===== src/rtl/core/stt_pkg.sv =====
// Shared types and codes for the session token table.
// Used by the table engine and the top level; depends on nothing.
package stt_pkg;

    localparam int TOKEN_W = 64;
    localparam int STAMP_W = 32;
    localparam int OUT_W   = 5;
    localparam int LIMIT_W = 5;

    // operation codes
    localparam logic [1:0] OP_INSERT = 2'd0;
    localparam logic [1:0] OP_LOOKUP = 2'd1;
    localparam logic [1:0] OP_REMOVE = 2'd2;
    localparam logic [1:0] OP_TICK   = 2'd3;

    // status codes
    localparam logic [1:0] ST_DONE     = 2'd0;
    localparam logic [1:0] ST_FOUND    = 2'd1;
    localparam logic [1:0] ST_NOTFOUND = 2'd2;
    localparam logic [1:0] ST_DUP      = 2'd3;

    // register indexes (byte address / 4)
    localparam logic REG_MAX_AGE = 1'b0;
    localparam logic REG_LIMIT   = 1'b1;

    localparam logic [STAMP_W-1:0] MAX_AGE_RST = 32'd1800;
    localparam logic [LIMIT_W-1:0] LIMIT_RST   = 5'd16;

    typedef struct packed {
        logic [STAMP_W-1:0] max_age;
        logic [LIMIT_W-1:0] limit;
    } cfg_t;

    typedef struct packed {
        logic [1:0]         op;
        logic [TOKEN_W-1:0] token;
    } req_t;

    typedef struct packed {
        logic [OUT_W-1:0] occupancy;
        logic [OUT_W-1:0] expired_count;
        logic             evicted;
        logic [1:0]       status;
    } res_t;

endpackage


===== src/rtl/core/stt_ram.sv =====
// Simple dual-port entry memory: one write port, one read port with
// registered read data. No dependencies.
module stt_ram #(
    parameter int WIDTH = 96,
    parameter int DEPTH = 16,
    parameter int AW    = 4
) (
    input  logic             clk,
    input  logic             we,
    input  logic [AW-1:0]    waddr,
    input  logic [WIDTH-1:0] wdata,
    input  logic             re,
    input  logic [AW-1:0]    raddr,
    output logic [WIDTH-1:0] rdata
);

    logic [WIDTH-1:0] mem [DEPTH];
    logic [WIDTH-1:0] rdata_reg;

    always_ff @(posedge clk)
    begin
        if (we)
        begin
            mem[waddr] <= wdata;
        end
    end

    always_ff @(posedge clk)
    begin
        if (re)
        begin
            rdata_reg <= mem[raddr];
        end
    end

    assign rdata = rdata_reg;

endmodule


===== src/rtl/core/stt_engine.sv =====
// Table engine: ring buffer of entries in age order, scan, compaction and
// expiry sequencer around one entry memory. Depends on stt_pkg, stt_ram.
module stt_engine #(
    parameter int DEPTH      = 16,
    parameter int TOKEN_BITS = 64
) (
    input  logic          clk,
    input  logic          rst_n,
    input  stt_pkg::cfg_t cfg,
    input  logic          start,
    input  stt_pkg::req_t req,
    output logic          idle,
    output logic          res_valid,
    input  logic          res_ready,
    output stt_pkg::res_t res
);

    localparam int AW = (DEPTH > 1) ? $clog2(DEPTH) : 1;
    localparam int CW = $clog2(DEPTH + 1);
    localparam int SW = CW + 1;
    localparam int EW = TOKEN_BITS + stt_pkg::STAMP_W;

    localparam logic [2:0] S_IDLE    = 3'd0;
    localparam logic [2:0] S_SCAN    = 3'd1;
    localparam logic [2:0] S_COMPACT = 3'd2;
    localparam logic [2:0] S_EXPIRE  = 3'd3;
    localparam logic [2:0] S_HOLD    = 3'd4;

    // logical slot (0 = oldest) to physical address
    function automatic logic [AW-1:0] phys(input logic [AW-1:0] h, input logic [CW-1:0] l);
        logic [SW-1:0] s;
        s = SW'(h) + SW'(l);
        if (s >= SW'(DEPTH))
        begin
            s = s - SW'(DEPTH);
        end
        return s[AW-1:0];
    endfunction

    function automatic logic [stt_pkg::OUT_W-1:0] sat5(input logic [CW-1:0] v);
        if (32'(v) > 32'd31)
        begin
            return 5'd31;
        end
        return stt_pkg::OUT_W'(v);
    endfunction

    logic [2:0]                st_reg, st_next;
    logic [AW-1:0]             head_reg, head_next;
    logic [CW-1:0]             count_reg, count_next;
    logic [31:0]               tick_reg, tick_next;
    logic [1:0]                op_reg, op_next;
    logic [TOKEN_BITS-1:0]     tok_reg, tok_next;
    logic [CW-1:0]             ridx_reg, ridx_next;
    logic [CW-1:0]             cidx_reg, cidx_next;
    logic                      pend_reg, pend_next;
    logic [CW-1:0]             exp_reg, exp_next;
    stt_pkg::res_t             res_reg, res_next;

    logic                      re, we;
    logic [AW-1:0]             raddr, waddr;
    logic [EW-1:0]             wdata, rdata;
    logic [TOKEN_BITS-1:0]     rd_tok;
    logic [31:0]               rd_stamp;
    logic [31:0]               lim32;
    logic [CW-1:0]             lim_eff;
    logic                      evict, issue, hit, age_ok;
    logic [CW-1:0]             cnt1;
    logic [AW-1:0]             head1;

    stt_ram #(.WIDTH(EW), .DEPTH(DEPTH), .AW(AW)) u_ram (
        .clk   (clk),
        .we    (we),
        .waddr (waddr),
        .wdata (wdata),
        .re    (re),
        .raddr (raddr),
        .rdata (rdata)
    );

    assign rd_tok   = rdata[TOKEN_BITS-1:0];
    assign rd_stamp = rdata[TOKEN_BITS +: 32];

    // effective session limit: zero acts as one, clamp to depth
    always_comb
    begin
        lim32 = 32'(cfg.limit);
        if (lim32 == 32'd0)
        begin
            lim32 = 32'd1;
        end
        else if (lim32 > 32'(DEPTH))
        begin
            lim32 = 32'(DEPTH);
        end
        lim_eff = lim32[CW-1:0];
    end

    assign evict  = (count_reg != '0) && (count_reg >= lim_eff);
    assign cnt1   = count_reg - CW'(evict);
    assign head1  = evict ? phys(head_reg, CW'(1)) : head_reg;
    assign issue  = ridx_reg < count_reg;
    assign hit    = pend_reg && (rd_tok == tok_reg);
    assign age_ok = (tick_reg - rd_stamp) >= cfg.max_age;

    // sequencer
    always_comb
    begin
        st_next    = st_reg;
        head_next  = head_reg;
        count_next = count_reg;
        tick_next  = tick_reg;
        op_next    = op_reg;
        tok_next   = tok_reg;
        ridx_next  = ridx_reg;
        cidx_next  = cidx_reg;
        pend_next  = pend_reg;
        exp_next   = exp_reg;
        res_next   = res_reg;
        re         = 1'b0;
        raddr      = head_reg;
        we         = 1'b0;
        waddr      = head_reg;
        wdata      = rdata;

        unique case (st_reg)
            S_IDLE:
            begin
                if (start)
                begin
                    op_next   = req.op;
                    tok_next  = req.token[TOKEN_BITS-1:0];
                    ridx_next = '0;
                    cidx_next = '0;
                    pend_next = 1'b0;
                    exp_next  = '0;
                    if (req.op == stt_pkg::OP_TICK)
                    begin
                        tick_next = tick_reg + 32'd1;
                        st_next   = S_EXPIRE;
                    end
                    else
                    begin
                        st_next = S_SCAN;
                    end
                end
            end

            // one read per cycle, each compare in the cycle after its read
            S_SCAN:
            begin
                res_next.evicted       = 1'b0;
                res_next.expired_count = '0;
                res_next.occupancy     = sat5(count_reg);
                if (hit)
                begin
                    unique case (op_reg)
                        stt_pkg::OP_INSERT:
                        begin
                            res_next.status = stt_pkg::ST_DUP;
                            st_next         = S_HOLD;
                        end
                        stt_pkg::OP_REMOVE:
                        begin
                            ridx_next = cidx_reg + CW'(1);
                            pend_next = 1'b0;
                            st_next   = S_COMPACT;
                        end
                        default:
                        begin
                            res_next.status = stt_pkg::ST_FOUND;
                            st_next         = S_HOLD;
                        end
                    endcase
                end
                else if (!issue)
                begin
                    if (op_reg == stt_pkg::OP_INSERT)
                    begin
                        // drop the oldest if at the limit, append at the tail
                        we                 = 1'b1;
                        waddr              = phys(head1, cnt1);
                        wdata              = {tick_reg, tok_reg};
                        head_next          = head1;
                        count_next         = cnt1 + CW'(1);
                        res_next.status    = stt_pkg::ST_DONE;
                        res_next.evicted   = evict;
                        res_next.occupancy = sat5(cnt1 + CW'(1));
                    end
                    else
                    begin
                        res_next.status = stt_pkg::ST_NOTFOUND;
                    end
                    st_next = S_HOLD;
                end
                else
                begin
                    re        = 1'b1;
                    raddr     = phys(head_reg, ridx_reg);
                    ridx_next = ridx_reg + CW'(1);
                    cidx_next = ridx_reg;
                    pend_next = 1'b1;
                end
            end

            // close the gap: copy slot l+1 into slot l, reads run ahead of writes
            S_COMPACT:
            begin
                if (pend_reg)
                begin
                    we    = 1'b1;
                    waddr = phys(head_reg, cidx_reg - CW'(1));
                    wdata = rdata;
                end
                if (issue)
                begin
                    re        = 1'b1;
                    raddr     = phys(head_reg, ridx_reg);
                    ridx_next = ridx_reg + CW'(1);
                    cidx_next = ridx_reg;
                    pend_next = 1'b1;
                end
                else
                begin
                    pend_next = 1'b0;
                    if (!pend_reg)
                    begin
                        count_next         = count_reg - CW'(1);
                        res_next.status    = stt_pkg::ST_FOUND;
                        res_next.occupancy = sat5(count_reg - CW'(1));
                        st_next            = S_HOLD;
                    end
                end
            end

            // expire from the oldest end, next head read issued speculatively
            S_EXPIRE:
            begin
                res_next.status        = stt_pkg::ST_DONE;
                res_next.evicted       = 1'b0;
                res_next.expired_count = sat5(exp_reg);
                res_next.occupancy     = sat5(count_reg);
                if (pend_reg)
                begin
                    if (age_ok)
                    begin
                        head_next  = phys(head_reg, CW'(1));
                        count_next = count_reg - CW'(1);
                        exp_next   = exp_reg + CW'(1);
                        if (count_reg > CW'(1))
                        begin
                            re        = 1'b1;
                            raddr     = phys(head_reg, CW'(1));
                            pend_next = 1'b1;
                        end
                        else
                        begin
                            pend_next = 1'b0;
                        end
                    end
                    else
                    begin
                        pend_next = 1'b0;
                        st_next   = S_HOLD;
                    end
                end
                else if (count_reg != '0)
                begin
                    re        = 1'b1;
                    raddr     = head_reg;
                    pend_next = 1'b1;
                end
                else
                begin
                    st_next = S_HOLD;
                end
            end

            S_HOLD:
            begin
                if (res_ready)
                begin
                    st_next = S_IDLE;
                end
            end

            default:
            begin
                st_next = S_IDLE;
            end
        endcase
    end

    // control state
    always_ff @(posedge clk or negedge rst_n)
    begin
        if (!rst_n)
        begin
            st_reg    <= S_IDLE;
            head_reg  <= '0;
            count_reg <= '0;
            tick_reg  <= '0;
            pend_reg  <= 1'b0;
        end
        else
        begin
            st_reg    <= st_next;
            head_reg  <= head_next;
            count_reg <= count_next;
            tick_reg  <= tick_next;
            pend_reg  <= pend_next;
        end
    end

    // request and result payload
    always_ff @(posedge clk)
    begin
        op_reg   <= op_next;
        tok_reg  <= tok_next;
        ridx_reg <= ridx_next;
        cidx_reg <= cidx_next;
        exp_reg  <= exp_next;
        res_reg  <= res_next;
    end

    assign idle      = (st_reg == S_IDLE);
    assign res_valid = (st_reg == S_HOLD);
    assign res       = res_reg;

    a_start_leaves_idle: assert property (@(posedge clk) disable iff (!rst_n)
        (start && st_reg == S_IDLE) |=> (st_reg != S_IDLE))
        else $error("request accepted but engine stayed idle");

    a_no_write_idle: assert property (@(posedge clk) disable iff (!rst_n)
        (st_reg == S_IDLE || st_reg == S_HOLD) |-> !we)
        else $error("memory written outside an operation");

    a_hold_stable: assert property (@(posedge clk) disable iff (!rst_n)
        (st_reg == S_HOLD) |=> ($stable(count_reg) && $stable(head_reg)))
        else $error("table changed while a result waits");

    a_expire_nonempty: assert property (@(posedge clk) disable iff (!rst_n)
        (st_reg == S_EXPIRE && pend_reg) |-> (count_reg != '0))
        else $error("expiry read pending on an empty table");

endmodule


===== src/rtl/core/session_token_table_with_aging.sv =====
// Top level of the session token table: APB registers, request channel,
// result output register. Depends on stt_pkg and stt_engine.
//
// Usage:
//   Requests arrive on s_axis (operation and token); each gives exactly one
//   result on m_axis (status, evicted flag, expired count, occupancy).
//   Configuration (max_age at 0x0, session_limit at 0x4) is written over APB
//   while no request is in flight.
// Request handling:
//   One request is worked at a time; s_axis_tready is high only while the
//   engine is idle. Insert, lookup and a missed remove scan the held
//   entries; a remove that hits also compacts the entries behind it, and a
//   tick reads and expires entries from the oldest end. Each is paced by
//   the single read port of the entry memory. The result shows on m_axis as
//   the engine turns idle.
// Reset:
//   Occupancy and tick counter clear, registers take their defaults. The
//   entry memory is not cleared; only occupied slots are ever read.
// Stall:
//   If m_axis_tready is low, one result waits in the output register and a
//   second one waits in the engine, which then refuses new requests.
module session_token_table_with_aging #(
    parameter int DEPTH      = 16,
    parameter int TOKEN_BITS = 64
) (
    input  logic        clk,
    input  logic        rst_n,
    // APB configuration
    input  logic        psel,
    input  logic        penable,
    input  logic        pwrite,
    input  logic [2:0]  paddr,
    input  logic [31:0] pwdata,
    output logic [31:0] prdata,
    output logic        pready,
    // requests
    input  logic        s_axis_tvalid,
    output logic        s_axis_tready,
    input  logic [71:0] s_axis_tdata,   // [1:0] operation, [65:2] token, rest zero
    // results
    output logic        m_axis_tvalid,
    input  logic        m_axis_tready,
    output logic [15:0] m_axis_tdata    // [1:0] status, [2] evicted,
                                        // [7:3] expired_count, [12:8] occupancy
);

    logic [31:0]   max_age_reg;
    logic [4:0]    limit_reg;
    stt_pkg::cfg_t cfg;
    stt_pkg::req_t req;
    stt_pkg::res_t res;
    logic          idle, res_valid, res_ready, start, cfg_wr;
    logic          m_valid_reg, m_valid_next;
    stt_pkg::res_t m_data_reg;

    assign pready = 1'b1;
    assign cfg_wr = psel && penable && pwrite && pready;

    // configuration registers
    always_ff @(posedge clk or negedge rst_n)
    begin
        if (!rst_n)
        begin
            max_age_reg <= stt_pkg::MAX_AGE_RST;
            limit_reg   <= stt_pkg::LIMIT_RST;
        end
        else if (cfg_wr)
        begin
            if (paddr[2] == stt_pkg::REG_MAX_AGE)
            begin
                max_age_reg <= pwdata;
            end
            else
            begin
                limit_reg <= pwdata[4:0];
            end
        end
    end

    assign prdata = (paddr[2] == stt_pkg::REG_LIMIT) ? {27'd0, limit_reg} : max_age_reg;

    assign cfg.max_age = max_age_reg;
    assign cfg.limit   = limit_reg;

    // request channel
    assign req.op        = s_axis_tdata[1:0];
    assign req.token     = s_axis_tdata[65:2];
    assign s_axis_tready = idle;
    assign start         = s_axis_tvalid && idle;

    stt_engine #(.DEPTH(DEPTH), .TOKEN_BITS(TOKEN_BITS)) u_engine (
        .clk       (clk),
        .rst_n     (rst_n),
        .cfg       (cfg),
        .start     (start),
        .req       (req),
        .idle      (idle),
        .res_valid (res_valid),
        .res_ready (res_ready),
        .res       (res)
    );

    // result output register
    assign res_ready = !m_valid_reg || m_axis_tready;

    always_comb
    begin
        m_valid_next = m_valid_reg;
        if (res_valid && res_ready)
        begin
            m_valid_next = 1'b1;
        end
        else if (m_axis_tready)
        begin
            m_valid_next = 1'b0;
        end
    end

    always_ff @(posedge clk or negedge rst_n)
    begin
        if (!rst_n)
        begin
            m_valid_reg <= 1'b0;
        end
        else
        begin
            m_valid_reg <= m_valid_next;
        end
    end

    always_ff @(posedge clk)
    begin
        if (res_valid && res_ready)
        begin
            m_data_reg <= res;
        end
    end

    assign m_axis_tvalid = m_valid_reg;
    assign m_axis_tdata  = {3'd0, m_data_reg};

endmodule

===== config.mk =====
export PLATFORM = sky130hd
export DESIGN_NAME = session_token_table_with_aging
export DESIGN_NICKNAME = d
export VERILOG_FILES = /design/src/rtl/core/stt_pkg.sv /design/src/rtl/core/stt_ram.sv /design/src/rtl/core/stt_engine.sv /design/src/rtl/core/session_token_table_with_aging.sv
export SDC_FILE = /design/constraint.sdc
export NUM_CORES = 2
export LEC_CHECK = 0
export BUFFER_PORTS_ARGS = -buffer_cell sky130_fd_sc_hd__buf_2
export CORE_MARGIN = 5
export CORE_UTILIZATION = 30
export DETAILED_ROUTE_END_ITERATION = 16
export GPL_TIMING_DRIVEN = 0
export PLACE_DENSITY_LB_ADDON = 0.15
export SLEW_MARGIN = 20
export SYNTH_ARGS = -nofsm -noshare
export SYNTH_HDL_FRONTEND = slang
export SYNTH_SLANG_ARGS = --single-unit

===== constraint.sdc =====
create_clock -name clk -period 10 [get_ports clk]
set_input_delay 2 -clock clk [delete_from_list [all_inputs] [get_ports clk]]
set_output_delay 2 -clock clk [all_outputs]
set_load 0.02 [all_outputs]

==> run metrics <==
status=finished clean; CP endpoint kind=flop; Worst Clk Skew=roughly 0.057 ns; WP data required=10.47 ns; nets@finish=just under 6000; initial antenna violation count=19; Slew @ Worst Pin=1.21 ns; net switching power=0.0139 W; ratio of cells with drive above 1 in the final layout=0.189; Remaining Overflow, GRT=0; CP Class=flop to flop; sequential share of power=0.325; DR vias/cell=between 5 and 6; clock group share of total power=0.224; top cell type's share of synthesized area=0.676; Synth area leader=edfxtp_1; vias in the first global route=49100; Place WS=-0.293 ns; Net Sw Frac=0.423; Die Area=0.268 mm²; f_max=107 MHz; WHS Path Cells=0; fin crit share=0.938; IO Count=around 170; gr usage total=0.190; clock slew at reported path FFs=~0.06 ns; Rel. slew slack=0.191; top-count cell post-synth=edfxtp_1; Die X-Extent=518 µm; post-DR wirelength/cell=28.1 µm; Post-Syn Area per Cell=between 10 and 15 µm²; max-cap violations=0; drt total wl=between 200000 and 300000 µm; Post CTS Setup Buffer Count=0; Detail Placement HPWL=around 180000 µm; pwr/cell area=358 mW/mm²; drt pass-1 iters=8; synth cell count leaders=edfxtp_1 (1739), nand3_1 (617), o2111ai_1 (390); R2R depth=27; Final Instance Area=approximately 0.092 mm²; total CTS buffers=201; register area share after synthesis=0.703; critical path arrival=9.85 ns; Post-Syn Area=0.0773 mm²; Vert. Die Dim=a little over 500 µm; CTS Hold Buffers Added=0; Synth async-reset ratio=0.0456; CTS H-tree lvls=4; # DRC=0; DR iter-0 viols=between 4000 and 5000; Hold Path Class=flop to flop; Synth cell types=79; gpl congestion=just under 0.8; IO Port Bufs=between 150 and 200; later-pin clock latency in the skew report=around 0.86 ns; Leak=approximately 30 nW; largest net degree at the start of global routing=70; fillers=24600; TNS Setup=0 ns; top post-synthesis cells by area=edfxtp_1 (68%), mux2_2 (5.6%), o2111ai_1 (4.4%); Main synth FF type=edfxtp_1; crit start category=flop; Syn Inst Count=roughly 5300; final setup fails=0; Gate power share=0.451; Internal Power=0.0190 W; max reg flops=around 1500; final setup slack of the worst path=about 0.62 ns; clock sinks=roughly 1800; final slew viol count=0; fin crit period=about 9.4 ns; Synth Warn #=0; placed inst area=between 0.08 and 0.09 mm²; first-pass GRT wire length=roughly 370000 µm; crit path max fanout=10; Root Buffer=clkbuf_16; final hold vios=0; RSZ-0062 raised after global routing=no; Max clock buf depth=3; routed vias=49000; CTS tree=built; num rows=186; Area Overhead vs Synth=19.1%; EDFF count, synth=approximately 1700; Max VDD drop=approximately 0.23 mV; Core Region=0.257 mm²; Final ANT Viol Nets=0; Synth Register Bits=~1800; Starting Density=0.301
metrics by stage:
stage | hold WS [ns] | utilization | cells | power [W]
after floorplan | 0.400 | - | 5261 | 0.0190
after global placement | 0.409 | 0.320 | 8797 | 0.0253
after detailed placement | 0.410 | 0.333 | 8938 | 0.0257
after CTS | 0.424 | 0.358 | 9311 | 0.0332
after global routing | 0.434 | 0.358 | 9312 | 0.0344
final | 0.421 | 0.358 | 9317 | 0.0329
cell usage in the layout, fill, tap and decap left out, types with 40 or more instances in the layout:
cell type	instances
o21ai_0	327
clkbuf_16	203
clkbuf_1	319
edfxtp_1	1739
nor2_1	93
a22o_1	98
clkinv_1	58
xor2_1	40
ha_1	91
mux2i_1	98
nand3_1	617
a21oi_1	164
buf_2	194
buf_16	50
mux2_2	386
dfrtp_1	78
inv_1	103
o2111ai_1	390
buf_12	73
nand2_1	222
xnor2_1	94
layer usage:
layer,global-route usage,vias to the layer above,share of wire
li1,-,21800,-
met1,0.261,25200,0.44
met2,0.311,1575,0.47
met3,0.0288,349,0.056
met4,0.0568,2,0.030
met5,0,-,0.000050
repair_timing:
item                       in CTS  in global routing
hold endpoints to repair        0                  0
setup endpoints to repair      33                  0
resized for setup               2                  0
power by group through the flow:
stage / registers, W / logic, W / clock network (W)
2_1_floorplan: 0.0108 / 0.00824 / 0
3_3_place_gp: 0.0111 / 0.0143 / 0
3_5_place_dp: 0.0109 / 0.0149 / 0
4_1_cts: 0.0107 / 0.0149 / 0.00752
5_1_grt: 0.0107 / 0.0158 / 0.00784
6_report: 0.0107 / 0.0148 / 0.00736
final cells by class:
type / instances / area (µm²) / share of cell area
antenna: 6 / 15.0 / 0.000163
buffer: 394 / 1780 / 0.0194
clock buffer: 233 / 5200 / 0.0565
clock inverter: 140 / 1300 / 0.0142
inverter: 103 / 387 / 0.00420
multi-input combinational: 2942 / 21100 / 0.229
sequential: 1822 / 54300 / 0.590
tap: 3384 / 4230 / 0.0460
timing repair buffer: 293 / 3680 / 0.0400
worst max-delay path: stages, from the launching register on:
cell and delay (ns):
dfrtp_1 0.39, inv_1 0.36, ha_1 0.26, inv_1 0.06
fa_1 0.41, a21o_1 0.17, a21oi_1 0.26, o21ai_0 0.20
a41o_1 0.32, o211ai_1 0.38, a31o_2 0.27, o21a_1 0.13
o21ai_0 0.07, a21oi_1 0.19, xnor2_1 0.16, ha_1 0.29
nand4_1 0.14, nor2_1 0.14, a221o_1 0.37, a211oi_4 0.69
o21ai_1 0.46, and3b_1 0.32, a2111oi_2 0.62, o21bai_4 0.39
nand2_2 0.49, buf_2 0.49, buf_1 0.56, o2111ai_1 0.36
cells by family after synthesis:
| logic type | Yosys count | share of synthesized area |
|---|---|---|
| flops | 1822 | 0.703 |
| compound gates | 1147 | 0.103 |
| simple gates | 1077 | 0.0667 |
| buf+inv | 497 | 0.0276 |
| mux | 484 | 0.0690 |
| xor+xnor | 135 | 0.0154 |
| fa+ha+maj | 95 | 0.0158 |
| other cells | 2 | 0.0000972 |
worst paths after layout:
path,start,endpoint,slack (ns)
setup / recovery,u_engine.tick_reg[0],u_engine.u_ram.rdata[69],0.62
hold / removal,u_engine.res[6],m_axis_tdata[6],0.42
setup reg to reg,u_engine.tick_reg[0],u_engine.u_ram.rdata[69],0.62
hold reg to reg,u_engine.res[6],m_axis_tdata[6],0.42
max in group asynchronous,rst_n,u_engine.tick_reg[26],8.32
min in group asynchronous,rst_n,u_engine.st_reg[0],1.02
(Power assumes the default switching activity.)
